<file path="src/design/amhm_ram.sv">
// amhm_ram: generic single-port synchronous ram, registered read
// depends on nothing
module amhm_ram #(
  parameter int unsigned Width = 8,
  parameter int unsigned Depth = 16
) (
  input  logic                     clk_i,
  input  logic                     we_i,
  input  logic [$clog2(Depth)-1:0] addr_i,
  input  logic [Width-1:0]         wdata_i,
  output logic [Width-1:0]         rdata_o
);
  logic [Width-1:0] mem_q [Depth];

  always_ff @(posedge clk_i) begin
    if (we_i) begin
      mem_q[addr_i] <= wdata_i;
    end
    rdata_o <= mem_q[addr_i];
  end
endmodule

</file>
<file path="config.mk">
export PLATFORM = sky130hd
export DESIGN_NAME = amhm_ram
export DESIGN_NICKNAME = d
export VERILOG_FILES = /design/src/design/amhm_ram.sv
export SDC_FILE = /design/constraint.sdc
export NUM_CORES = 1
export LEC_CHECK = 0
export ABC_CLOCK_PERIOD_IN_PS = 1900
export BUFFER_PORTS_ARGS = -buffer_cell sky130_fd_sc_hd__buf_4
export CAP_MARGIN = 20
export CORE_ASPECT_RATIO = 2
export CORE_UTILIZATION = 45
export CTS_CLUSTER_SIZE = 24
export DETAILED_ROUTE_END_ITERATION = 10
export MAX_ROUTING_LAYER = met4
export PLACE_DENSITY_LB_ADDON = 0.05
export RECOVER_POWER = 50
export SLEW_MARGIN = 20
export SYNTH_ARGS = -nofsm -noshare
export SYNTH_HDL_FRONTEND = slang
export SYNTH_SLANG_ARGS = --single-unit
</file>
<file path="constraint.sdc">
create_clock -name clk_i -period 1.9 [get_ports clk_i]
set_input_delay 0.285 -clock clk_i [delete_from_list [all_inputs] [get_ports clk_i]]
set_output_delay 0.285 -clock clk_i [all_outputs]
set_load 0.03 [all_outputs]
</file>
==> summary.md <==
| Metric | Value |
|---|---|
| Worst r2r src | `mem_q[2][2]$_DFFE_PP_` |
| Final Hold Vio Count | `0` |
| Logic pwr share | `5.0%` |
| CTS buffer count | `17` |
| Hold path endpoint | `mem_q[8][7]$_DFFE_PP_` |
| Final net count | `300` |
| Vias in the first global route | `2555` |
| Synth Area per Inst | `22.0 um^2` |
| H-tree depth | `4` |
| Yosys reg bits | `136` |
| Die area | `11700 um^2` |
| HP Class | `in -> reg` |
| Initial antenna violation count | `0` |
| WL final | `9420 um` |
| Area delta synth->final | `21.6%` |
| Total core area | `10900 um^2` |
| Delay-heaviest family, CP | `multiplexers` |
| ANT nets after route | `0` |
| Layout Skew | `0.00504 ns` |
| Setup crit end kind | `flop` |
| CP Launch Type | `primary input` |
| GRT Total Usage | `18.2%` |
| Power Density | `1170 nW/um^2` |
| Status | `completed` |
| Worst path bufs/invs | `2` |
| Routed wire per std cell | `21.5 um` |
| Routed vias | `around 2.3k` |
| Die Ht | `about 150 um` |
| Worst-margin pin slew | `0.844 ns` |
| First-pass GRT wire length | `14500 um` |
| CTS resizes | `0` |
| Clock Power Share | `48.3%` |
| Max-slew violations | `0` |
| Mapped Cells | `230` |
| R2R Path End | `rdata_o[2]$_DFF_P_` |
| CP Class | `in -> reg` |
| Clock root cell | `clkbuf_16` |
| Die X | `77.0 um` |
| Switching share of power | `19.1%` |
| Clk Latency, worst-skew pair | `0.40 ns` |
| Reg2reg setup slack | `approximately 0.62 ns` |
| Fin crit period | `1.28 ns` |
| DPL Wire Length | `6680 um` |
| # setup viols final | `0` |
| Hold path cells | `1` |
| Worst path slowest cell | `mux4_2` |
| Cell Int Power | `a little under 6000 uW` |
| Congestion Overflow GR | `0` |
| Max cap viols | `0` |
| Syn. warnings | `0` |
| Post-CTS Hold Buffers | `0` |
| Final RePlAce weighted congestion | `0.717` |
| Leak Pwr | `0.00204 uW` |
| Reg2Reg Depth | `3` |
| Hold_ws | `between 0.4 and 0.5 ns` |
| Fmax | `782 MHz` |
| Critical-path cell list | `buf_4, buf_4, mux4_2, a22oi_1, nand2_1` |
| Initial core utilization | `46.3%` |
| DRT iter0 DRCs | `96` |
| Via density | `5.35` |
| # DRC | `0` |
| Distinct cells, synth | `18` |
| CP max FO | `16` |
| Row cnt | `54` |
| DR pass1 iterations | `4` |
| I/O Buffers | `21` |
| Seq pwr share | `46.7%` |
| CTS tree | `yes` |
| VDD IR max | `about 0.00071 V` |
| Number of diodes | `0` |
| Clk slew on worst S/H paths | `0.06 ns` |
| CTS Buffer Depth | `2` |
| Mapped Nets | `244` |
| Max incr delay on CP | `roughly 0.54 ns` |
| Sequential element share of the synthesized area | `79.0%` |
| Largest net degree at the start of global routing | `32` |
| Worst Path Required | `2.19 ns` |
| RSZ-0062 raised after global routing | `false` |
| Synthesized cell area | `around 5100 um^2` |
| Hold_sp | `wdata_i[7]` |
| I/O pins | `22` |
| Switching power total | `roughly 1400 uW` |
| Slew HR | `a little over two fifths` |
| Setup Fix Bufs, Post-CTS | `0` |
| Setup TNS | `0 ns` |
| Layout cell share with drive strength beyond 1 | `34.2%` |
| Fin crit share | `between 60% and 70%` |
| CTS Sinks | `136` |
| Worst EP arrival | `about 1.6 ns` |
| CP dominant cell by count | `buf_4` |
worst reg2reg max path, delay by kind of cell (launching register included):
kind,cells,cell delay (ns)
muxes,1,0.47
DFF,1,0.38
AOI/OAI and AO/OA,1,0.24
and+or+nand+nor,1,0.08
logic make-up after synthesis:
| family | count (synthesis) | share of synthesized area (%) |
|---|---|---|
| DFF | 136 | 79.0 |
| and+or+nand+nor | 35 | 3.21 |
| muxes | 32 | 14.2 |
| AOI/OAI and AO/OA | 16 | 2.37 |
| buffers and inverters | 11 | 1.19 |
cell usage after synthesis:
cell / n / area [um^2]
buf_6: 2 / 22.5
nand3b_1: 2 / 15.0
buf_1: 4 / 15.0
nand2_1: 9 / 33.8
a22oi_1: 16 / 120
and2_1: 1 / 6.26
nor3_1: 4 / 20.0
clkbuf_1: 2 / 7.51
edfxtp_1: 128 / 3840
nor2_1: 13 / 48.8
nand3_1: 1 / 5.00
or3b_2: 1 / 8.76
clkbuf_2: 1 / 5.00
nand2b_1: 2 / 12.5
dfxtp_1: 8 / 160
buf_2: 2 / 10.0
mux4_2: 32 / 721
nor2b_1: 2 / 12.5
state kept, by name, summed over array words and instances (netlist names):
name	cells
mem_q	128
rdata_o	8
layer usage:
| metal | global-route usage [%] | part of all wire [%] | wire length [um] | up-vias |
|---|---|---|---|---|
| met5 | - | 0 | 0 | - |
| met4 | 9.25 | 2.8 | 262 | 0 |
| met3 | 3.66 | 2.4 | 222 | 19 |
| met2 | 31.7 | 57 | 5360 | 43 |
| met1 | 19.4 | 38 | 3570 | 1207 |
| li1 | - | - | - | 1073 |
layout make-up:
type / instances / area, um^2
sequential: 136 / 4000
clock inverter: 13 / 203
fill: 863 / 4790
multi-input combinational: 83 / 1000
timing repair buffer: 48 / 335
tap: 140 / 175
clock buffer: 18 / 439
metrics by stage:
stage | instances | total power, uW | instance area, um^2 | util [%] | worst slack [ns]
detailed placement | 407 | 3820 | 5560 | 50.8 | 0.158
global placement | 407 | 3810 | 5560 | 50.8 | 0.158
floorplan | 230 | 3640 | 5070 | - | 0.122
finish | 438 | 7230 | 6160 | 56.3 | 0.621
CTS | 438 | 7310 | 6200 | 56.6 | 0.588
global route | 438 | 7450 | 6160 | 56.3 | 0.508
how the worst max path moves through the flow:
stage | startpoint | end | slack (ns) | cells after the start
floorplan | addr_i[2] | mem_q[0][0]$_DFFE_PP_ | 0.12 | 2
global placement | addr_i[0] | rdata_o[0]$_DFF_P_ | 0.16 | 5
detailed placement | addr_i[0] | rdata_o[0]$_DFF_P_ | 0.16 | 5
CTS | addr_i[0] | rdata_o[0]$_DFF_P_ | 0.59 | 5
global route | addr_i[0] | rdata_o[6]$_DFF_P_ | 0.51 | 5
finish | addr_i[0] | rdata_o[2]$_DFF_P_ | 0.62 | 5
power by group through the flow:
stage	registers (uW)	logic (uW)	clock network, uW
after detailed placement	3440	380	0
after global placement	3440	377	0
after global routing	3380	392	3670
after floorplan	3470	173	0
after CTS	3380	381	3550
final	3380	363	3490
cell usage in the layout (no fill, tap or decap), drive strengths merged:
master	synthesis	final
nand2b	2	2
bufinv	0	5
and2	1	1
clkinv	0	3
clkbuf	3	28
dfxtp	8	8
nor3	4	4
nor2	13	13
a22oi	16	16
buf	8	38
nand3b	2	2
or3b	1	1
nand2	9	9
mux4	32	32
nand3	1	1
edfxtp	128	128
clkinvlp	0	5
nor2b	2	2
Power figures use the tool's default switching activity.
