==> src/design/amhm_pkg.sv <==
// amhm_pkg: shared constants and types for the address mode histogram monitor
// depends on nothing
package amhm_pkg;
  localparam int unsigned TableEntries = 4096;
  localparam int unsigned SlotW = $clog2(TableEntries);
  localparam int unsigned AddrW = 24;
  localparam int unsigned CountW = 32;
  localparam int unsigned ThreshW = 16;
  localparam logic [31:0] HashMult = 32'd2654435761;
  localparam logic [ThreshW-1:0] ThreshReset = 16'd64;
  localparam logic [CountW-1:0] CountMax = '1;
  // one memory word holds the tag, the warned mark and all four counters
  localparam int unsigned EntryW = AddrW + 1 + 4 * CountW;

  typedef struct packed {
    logic [AddrW-1:0] tag;
    logic warned;
    logic [3:0][CountW-1:0] cnt;
  } entry_t;

  typedef enum logic {
    ReqRecord = 1'b0,
    ReqQuery = 1'b1
  } req_e;
endpackage

==> src/design/amhm_update.sv <==
// amhm_update: combinational entry update for one item once the slot is known
// depends on amhm_pkg
module amhm_update (
  input  amhm_pkg::entry_t           entry_i,
  input  logic                       query_i,
  input  logic [1:0]                 combo_i,
  input  logic [amhm_pkg::AddrW-1:0] addr_i,
  input  logic [amhm_pkg::ThreshW-1:0] thresh_i,
  output amhm_pkg::entry_t           entry_o,
  output logic [amhm_pkg::CountW-1:0] count_o,
  output logic                       flag_o,
  output logic [1:0]                 prior_o
);
  logic [1:0] best01, best23;
  logic [amhm_pkg::CountW-1:0] cur, inc, bestc01, bestc23;

  always_comb begin
    // ties go to the lower index
    best01 = (entry_i.cnt[1] > entry_i.cnt[0]) ? 2'd1 : 2'd0;
    bestc01 = entry_i.cnt[best01];
    best23 = (entry_i.cnt[3] > entry_i.cnt[2]) ? 2'd3 : 2'd2;
    bestc23 = entry_i.cnt[best23];
    prior_o = (bestc23 > bestc01) ? best23 : best01;
    cur = entry_i.cnt[combo_i];
    inc = (cur == amhm_pkg::CountMax) ? cur : cur + 1'b1;
    flag_o = !query_i && !entry_i.warned && (cur == '0) &&
             ({16'd0, thresh_i} <= entry_i.cnt[prior_o]) && (prior_o != combo_i);
    entry_o = entry_i;
    if (!query_i) begin
      entry_o.tag = addr_i;
      entry_o.cnt[combo_i] = inc;
      if (flag_o) begin
        entry_o.warned = 1'b1;
      end
    end
    count_o = query_i ? cur : inc;
  end
endmodule

==> config.mk <==
export PLATFORM = sky130hd
export DESIGN_NAME = amhm_update
export DESIGN_NICKNAME = d
export VERILOG_FILES = /design/src/design/amhm_pkg.sv /design/src/design/amhm_update.sv
export SDC_FILE = /design/constraint.sdc
export NUM_CORES = 1
export LEC_CHECK = 0
export BUFFER_PORTS_ARGS = -buffer_cell sky130_fd_sc_hd__clkbuf_2
export CAP_MARGIN = 25
export CORE_AREA = 2 2 150 152
export DETAILED_ROUTE_END_ITERATION = 8
export DIE_AREA = 0 0 152 154
export PLACE_DENSITY = 0.72
export SLEW_MARGIN = 15
export SYNTH_ARGS = -nofsm -noshare
export SYNTH_HDL_FRONTEND = slang
export SYNTH_SLANG_ARGS = --single-unit
==> constraint.sdc <==
create_clock -name vclk -period 14.05
set_clock_uncertainty 0.05 [all_clocks]
set_input_delay 0 -clock vclk [all_inputs]
set_output_delay 0 -clock vclk [all_outputs]
set_load 0.005 [all_outputs]
==> results.txt, run 1 <==
The cell with the most instances after synthesis is nand2_1. The fraction of the mapped netlist area in simple logic gates is 0.2554, and the compound-cell area share of the yosys netlist is 0.1748. The adder-cell share of the synthesized area is 0.1940, and the total of warnings raised by yosys is 0. Prior to clock tree synthesis, the placed netlist has a worst setup slack of 5.868 ns. The share of the synthesized netlist area taken by xor and xnor gates came out at 0.07709.

The critical path in this run is classified as primary input to primary output. The worst-case IR drop observed on VDD is 0.00002154 V. The cell type with the highest occurrence count on the critical path was a21oi_1.

The routed wire length per instance was 20.68 um. Number of standard cells after synthesis: 1056. After synthesis, the most frequently instantiated cells are nand2_1 (199), o21ai_0 (134), ha_1 (114). Adding up every negative setup slack in the final design gives 0 ns.

For the share of synthesized area occupied by flip-flops and latches, the log shows 0. Post-CTS repair changed the size of 0 cells. By area the synthesized netlist is led by ha_1 (19%), nand2_1 (10%), mux4_2 (9.8%).

The largest total area in the synthesized netlist belongs to ha_1. The worst path needs 7.752 ns of the cycle, external delays included. The die outline width was 152 um; the die boundary height was 154 um. The synthesized netlist contains 57 unique library cells. The first detailed-routing pass took 5 iterations. The achievable frequency is 0.1290 GHz, and the arrival time at the worst endpoint is 7.70 ns. After detailed routing, the number of remaining DRC violations is 0.

The tool flagged a number of max-cap violations equal to 0. The tools report the initial core utilization as 0.3390. STA classifies the critical path startpoint as a primary input.

Setup violations remaining at the end of the flow were counted as 0. The via density per instance was 5.662; the all-layer global routing usage was 0.2803. The count of clock buffers in the final design is 0, and the number of cell rows is 54. The first global-routing pass estimated 52.35 mm of wire.

Number of flip-flops and latches: 0. Category of cells accounting for the largest share of critical-path delay: compound AO/OA/AOI/OAI gates. At the worst endpoint, the required time is 14.00 ns.

The tools report the placer congestion estimate as 1.006. For this block, the routed nets add up to 34.68 mm of wire. The vias after detailed routing is 9495, and the power per standard cell area is 45.51 nW/um^2. The slowest library cell on the worst path was a21oi_4. Fraction of final layout cells with drive strength greater than 1: 0.3603.

Setup repair after global routing left no endpoint under its margin. The number of nets handed over by synthesis was 1366. The initial antenna violation count was 1; the number of hold buffers added after CTS was 0.

The via count of the first global-routing pass was 8943; the fraction of post-synthesis cell area in the top cell type by area was 0.1940. In this run the most used layer during global routing was met2. The run finished with clean final reports.

The portion of the clock cycle consumed by the worst path in the final layout is 0.5518. In the post-route analysis, the smallest setup slack over all paths is 6.298 ns. The estimated wirelength of the detail-placed design is 28.94 mm, and the number of slew-limit violations in the final report is 0. After synthesis, the largest family of logic cells by area is simple AND/OR/NAND/NOR gates. For the final hold violation count, the log shows 0.

Global routing finished with a remaining overflow of 0. The worst hold path belongs to the class primary input to primary output. The area growth from synthesis to layout is 30.26%. With fillers left out, the area of the finished cells amounts to 9577 um^2.

After the last flow step, the layout net total stands at 1708. For the pin with the worst max-slew slack, the measured transition is 0.7717 ns. The floorplan step defined a die boundary enclosing 23410 um^2. The run gives 7352 um^2 as the total standard cell area after synthesis. The worst setup path is captured at a primary output. Dividing the synthesized area by the synthesized cell count gives 6.962 um^2. Summed over all cells, the static leakage comes to 0.004947 uW.

Once placement finished, the instance area stood at 9504 um^2. For the number of nets with antenna violations after detailed routing, the log shows 0. The met1 capacity usage during global routing is 0.3653. Met2 demand-to-capacity share in global routing: 0.4788. The total chip power was 435.8 uW; the worst slew margin relative to its limit was 0.4844.

The post-synthesis mux area share came out at 0.2274. The post-CTS repair timing setup buffer count came out at 0. Along the worst path, the maximum fanout reaches 30.

After floorplanning, the core was sized to cover 21690 um^2. Across the whole layout, storage elements account for 0 um^2. Entering global routing, the biggest net connects 63 pins. Biggest cell delay along the critical path: 0.67 ns.

I/O pin total: 384. The number of buffers and inverters on the critical path is 6. The met3 usage was 0.04143; the iteration-0 DRC count of the detailed router was 781. During placement, the flow inserted port buffers numbering 384.
worst paths after layout:
check | end | from | cells past startpoint
setup / recovery | entry_o[128] | entry_i[16] | 33
hold / removal | entry_o[130] | addr_i[1] | 3
metrics by stage:
stage	hold WS, ns	cells	utilization
2_1_floorplan	0.005423	1056	-
5_1_grt	0.2616	1676	0.4414
3_5_place_dp	0.2462	1673	0.4382
3_3_place_gp	0.2443	1671	0.4364
6_report	0.2470	1677	0.4416
4_1_cts	0.2498	1673	0.4382
per-layer routing:
layer | vias up | part of all wire
met1 | 4349 | 0.41
met2 | 550 | 0.47
li1 | 4520 | -
met4 | 0 | 0.037
met3 | 76 | 0.089
met5 | - | 0
layout make-up:
| cell class | instances | area, um^2 |
|---|---|---|
| Antenna cell | 1 | 2.502 |
| Fill cell | 2234 | 12110 |
| Inverter | 73 | 274.0 |
| Multi-Input combinational cell | 927 | 6865 |
| Tap cell | 280 | 350.3 |
| Timing Repair Buffer | 396 | 2085 |
where the power goes:
part           switching, uW  internal, uW   total [uW]   leakage [uW]
Combinational            256           180          436        0.00495
Clock                      0   0.000000288  0.000000297  0.00000000938
Sequential                 0             0            0              0
cell families (layout without fill, tap and decap cells):
group / count (synthesis) / in the layout
other cells: 0 / 1
buf+inv: 129 / 469
xor+xnor: 63 / 63
compound gates: 237 / 237
simple gates: 393 / 393
fa+ha+maj: 114 / 114
mux: 120 / 120
layout by cell type, fill, tap and decap left out, types with 3 or more instances in the layout:
master | synthesis | routed
nor2_1 | 41 | 41
mux2i_1 | 32 | 32
a21oi_1 | 50 | 49
xor2_1 | 33 | 33
xnor2_1 | 28 | 28
and3_1 | 7 | 7
nand2b_1 | 3 | 3
and4_1 | 6 | 6
nand2_1 | 199 | 197
nand2_2 | 1 | 3
nor2_2 | 3 | 3
nand4_1 | 32 | 32
inv_1 | 72 | 72
and2_1 | 8 | 8
a21o_1 | 4 | 4
nor4_1 | 29 | 29
buf_4 | 3 | 7
clkbuf_2 | 0 | 384
a221oi_1 | 4 | 4
a211oi_1 | 4 | 4
o21a_1 | 3 | 3
or4_1 | 3 | 3
nand3_1 | 24 | 24
nor2b_1 | 7 | 7
o21ai_1 | 21 | 21
mux4_2 | 32 | 32
mux2_2 | 56 | 56
nor3_1 | 15 | 15
o21ai_0 | 134 | 134
ha_1 | 114 | 114
Note: power is estimated with default switching activity, not from simulation.
==> run 2, diff against run 1 <==
--- a/config.mk
+++ b/config.mk
@@ -5,12 +5,13 @@
 export SDC_FILE = /design/constraint.sdc
 export NUM_CORES = 1
 export LEC_CHECK = 0
+export ABC_AREA = 1
 export BUFFER_PORTS_ARGS = -buffer_cell sky130_fd_sc_hd__clkbuf_2
 export CAP_MARGIN = 25
-export CORE_AREA = 2 2 150 152
+export CORE_AREA = 2 2 151 153
 export DETAILED_ROUTE_END_ITERATION = 8
-export DIE_AREA = 0 0 152 154
-export PLACE_DENSITY = 0.72
+export DIE_AREA = 0 0 153 155
+export PLACE_DENSITY = 0.81
 export SLEW_MARGIN = 15
 export SYNTH_ARGS = -nofsm -noshare
 export SYNTH_HDL_FRONTEND = slang
==> constraint.sdc (replaced) <==
create_clock -name vclk -period 6.2
set_clock_uncertainty 0.05 [all_clocks]
set_input_delay 0 -clock vclk [all_inputs]
set_output_delay 0 -clock vclk [all_outputs]
set_load 0.005 [all_outputs]
==> results.txt, run 2 <==
The run finished with clean final reports. Kind of end point of the critical path: a primary output. The synthesized area divided by synthesized cell count was 5.036 um^2. The run gives 0 as the initial antenna violation count. In this run the core area contains 55 standard-cell rows. The fraction of post-synthesis cell area in the top cell type by area is 0.2210.

The die is 155 um tall. The share of power burned in registers is 0. The slowest library cell on the worst path was o21ai_0. The largest net degree at the start of global routing came out at 86. The number of hold buffers added after CTS is 0. The smallest clock period supported by the final layout is computed as 5.861 ns. From synthesis to final layout, the design area changed by 23.84%. Estimated wirelength of the detail-placed design: 40.43 mm. The synthesized design spends more area on one cell type than any other, namely nand2_1. The number of flip-flops and latches was 0; the die area was 23720 um^2. Die outline width: 153 um.

The cell with the most instances after synthesis was nand2_1. The count of clock buffers in the final design is 0, and the portion of the clock cycle consumed by the worst path in the final layout is 0.9453. The cell that appears most often on the critical path is nand2_1. The run gives 0.006657 uW as the leakage power figure.

The placer congestion estimate is 1.064, and the post-synthesis net count is 2081. The detailed router finished its first iteration with 1406 violations. Power spread over the standard cell area amounts to 116.7 nW/um^2. The analysis attributes to net switching a power of 842.0 uW. For this block, the via count after detailed routing is 13420. The number of distinct library cells after synthesis was 40.

The run gives 0 ns as the sum of negative setup slack. The all-layer global routing usage is 0.3791. Static timing analysis puts the maximum clock frequency at 0.1706 GHz. After detailed routing, the number of vias per cell comes to 5.620. The routed wire length per instance is 20.11 um, and the initial core utilization is 0.4012.

OpenSTA, run right after detailed placement, puts the worst setup slack at 0.2658 ns. The final hold violation count was 0. The run gives 12248 as the via count of the first global-routing pass. The biggest cell delay along the critical path is 0.35 ns, and the required arrival time at the worst endpoint is 6.15 ns. Excluding fillers, the count of instances in the completed layout stands at 2388. The worst slew margin relative to its limit is 0.3223.

The path category of the worst min-delay check was primary input to primary output. For the total instance count after detailed placement, the log shows 2384. The number of standard cells after synthesis was 1771; the share of synthesized area occupied by flip-flops and latches was 0. By count the netlist is led by nand2_1 (525), inv_1 (251), nor2_1 (250).

The maximum resistive drop on vdd came out at 0.00004655 V. The switching fraction of total power is 0.6532. The worst setup path is launched from a primary input. Summed over all layers, the routed wires come to 48.01 mm. Yosys printed 0 warnings. The layout net count is 2413.

The total area inside the core boundary comes to 22230 um^2. Leaving out fill and tap cells, the most frequent cell in the layout is nand2_1. The fraction of final layout cells with drive strength greater than 1 was 0.2266; the setup slack after layout was 0.3390 ns.

Summing every instance area after synthesis gives 8919 um^2. The final core area utilization was 0.4969; the detailed-router iteration count before antenna repair was 6. After detailed routing, the number of remaining DRC violations is 0.

Port buffering added 384 buffers. The count of nets left with antenna violations once routing finished came out at 0. The flip-flop and latch area was 0 um^2.

Along the worst path, the maximum fanout reaches 47. The run gives 5.81 ns as the arrival time at the worst endpoint. At the pin with the least slew margin, the transition time is 1.013 ns. The logs give 70.19 mm for the wire length of the first global-routing pass and 0 for the total of max-cap violations.

The cell-internal power is 447.1 uW. Setup repair after global routing left no endpoint under its margin. The number of slew-limit violations in the final report came out at 0. In this run the count of I/O pins placed on the die edge is 384. The run gives 0 as the final-report setup violation count. By area the synthesized netlist is led by nand2_1 (22%), ha_1 (16%), inv_1 (11%). The critical path class was primary input to primary output. The logs give 0 for the remaining global-route overflow and 0 for the clock group share of total power. The share of total power in combinational logic is 1.000. The top cell types in the final layout, fill and taps aside, are nand2_1 (523), clkbuf_2 (384), nor2_1 (250).
run 2: per-stage QoR:
stage | hold slack [ns] | cell area (um^2) | power, uW
3_5_place_dp | 0.2087 | 11010 | 1243
6_report | 0.2077 | 11040 | 1289
3_3_place_gp | 0.2088 | 10980 | 1227
2_1_floorplan | 0.02896 | 8919 | 748.4
5_1_grt | 0.2242 | 11040 | 1420
4_1_cts | 0.2101 | 11010 | 1250
run 2: cells by family (layout without fill, tap and decap cells):
kind of cell | after synthesis | after routing | synth area share
xor gates and xnor gates | 3 | 3 | 0.002947
adders and majority gates | 114 | 114 | 0.1599
and+or+nand+nor | 938 | 938 | 0.4508
other | 0 | 2 | 0
buffers and inverters | 335 | 665 | 0.1487
AOI/OAI and AO/OA | 381 | 381 | 0.2377
run 2: final cells by class:
cell class,count,area [um^2]
fill,2484,11180
multi-input combinational,1436,7602
timing repair buffer,401,2086
inverter,264,994.7
tap,285,356.6
antenna,2,5.005
run 2: metal layers:
metal / wire [um] / part of all wire / global-route usage / up-vias
met2: 21790 / 0.45 / 0.6415 / 844
met4: 3570 / 0.074 / 0.2319 / 0
met3: 4226 / 0.088 / 0.04318 / 174
li1: - / - / - / 6428
met1: 18430 / 0.38 / 0.4623 / 5974
met5: 0 / 0 / 0 / -
run 2: critical path: cells and delay by family:
| family | cells | cell delay [ns] |
|---|---|---|
| and+or+nand+nor | 17 | 2.22 |
| adders and majority gates | 3 | 0.86 |
| buffers and inverters | 7 | 1.00 |
| AOI/OAI and AO/OA | 10 | 1.71 |
run 2: final timing paths:
check / cells past startpoint / from / end / slack [ns]
setup / recovery: 37 / entry_i[95] / entry_o[128] / 0.34
hold / removal: 4 / addr_i[17] / entry_o[146] / 0.21
run 2: power groups by stage:
| stage | Combinational [uW] | Clock [uW] | Sequential, uW |
|---|---|---|---|
| global placement | 1230 | 0 | 0 |
| detailed placement | 1240 | 0 | 0 |
| global route | 1420 | 0 | 0 |
| CTS | 1250 | 0 | 0 |
| floorplan | 748 | 0 | 0 |
| finish | 1290 | 0.0000434 | 0 |
run 2: timing repair:
item | CTS | global route
setup endpoints to repair | 0 | 2
gates resized for setup | 0 | 5
setup buffers | 0 | 2
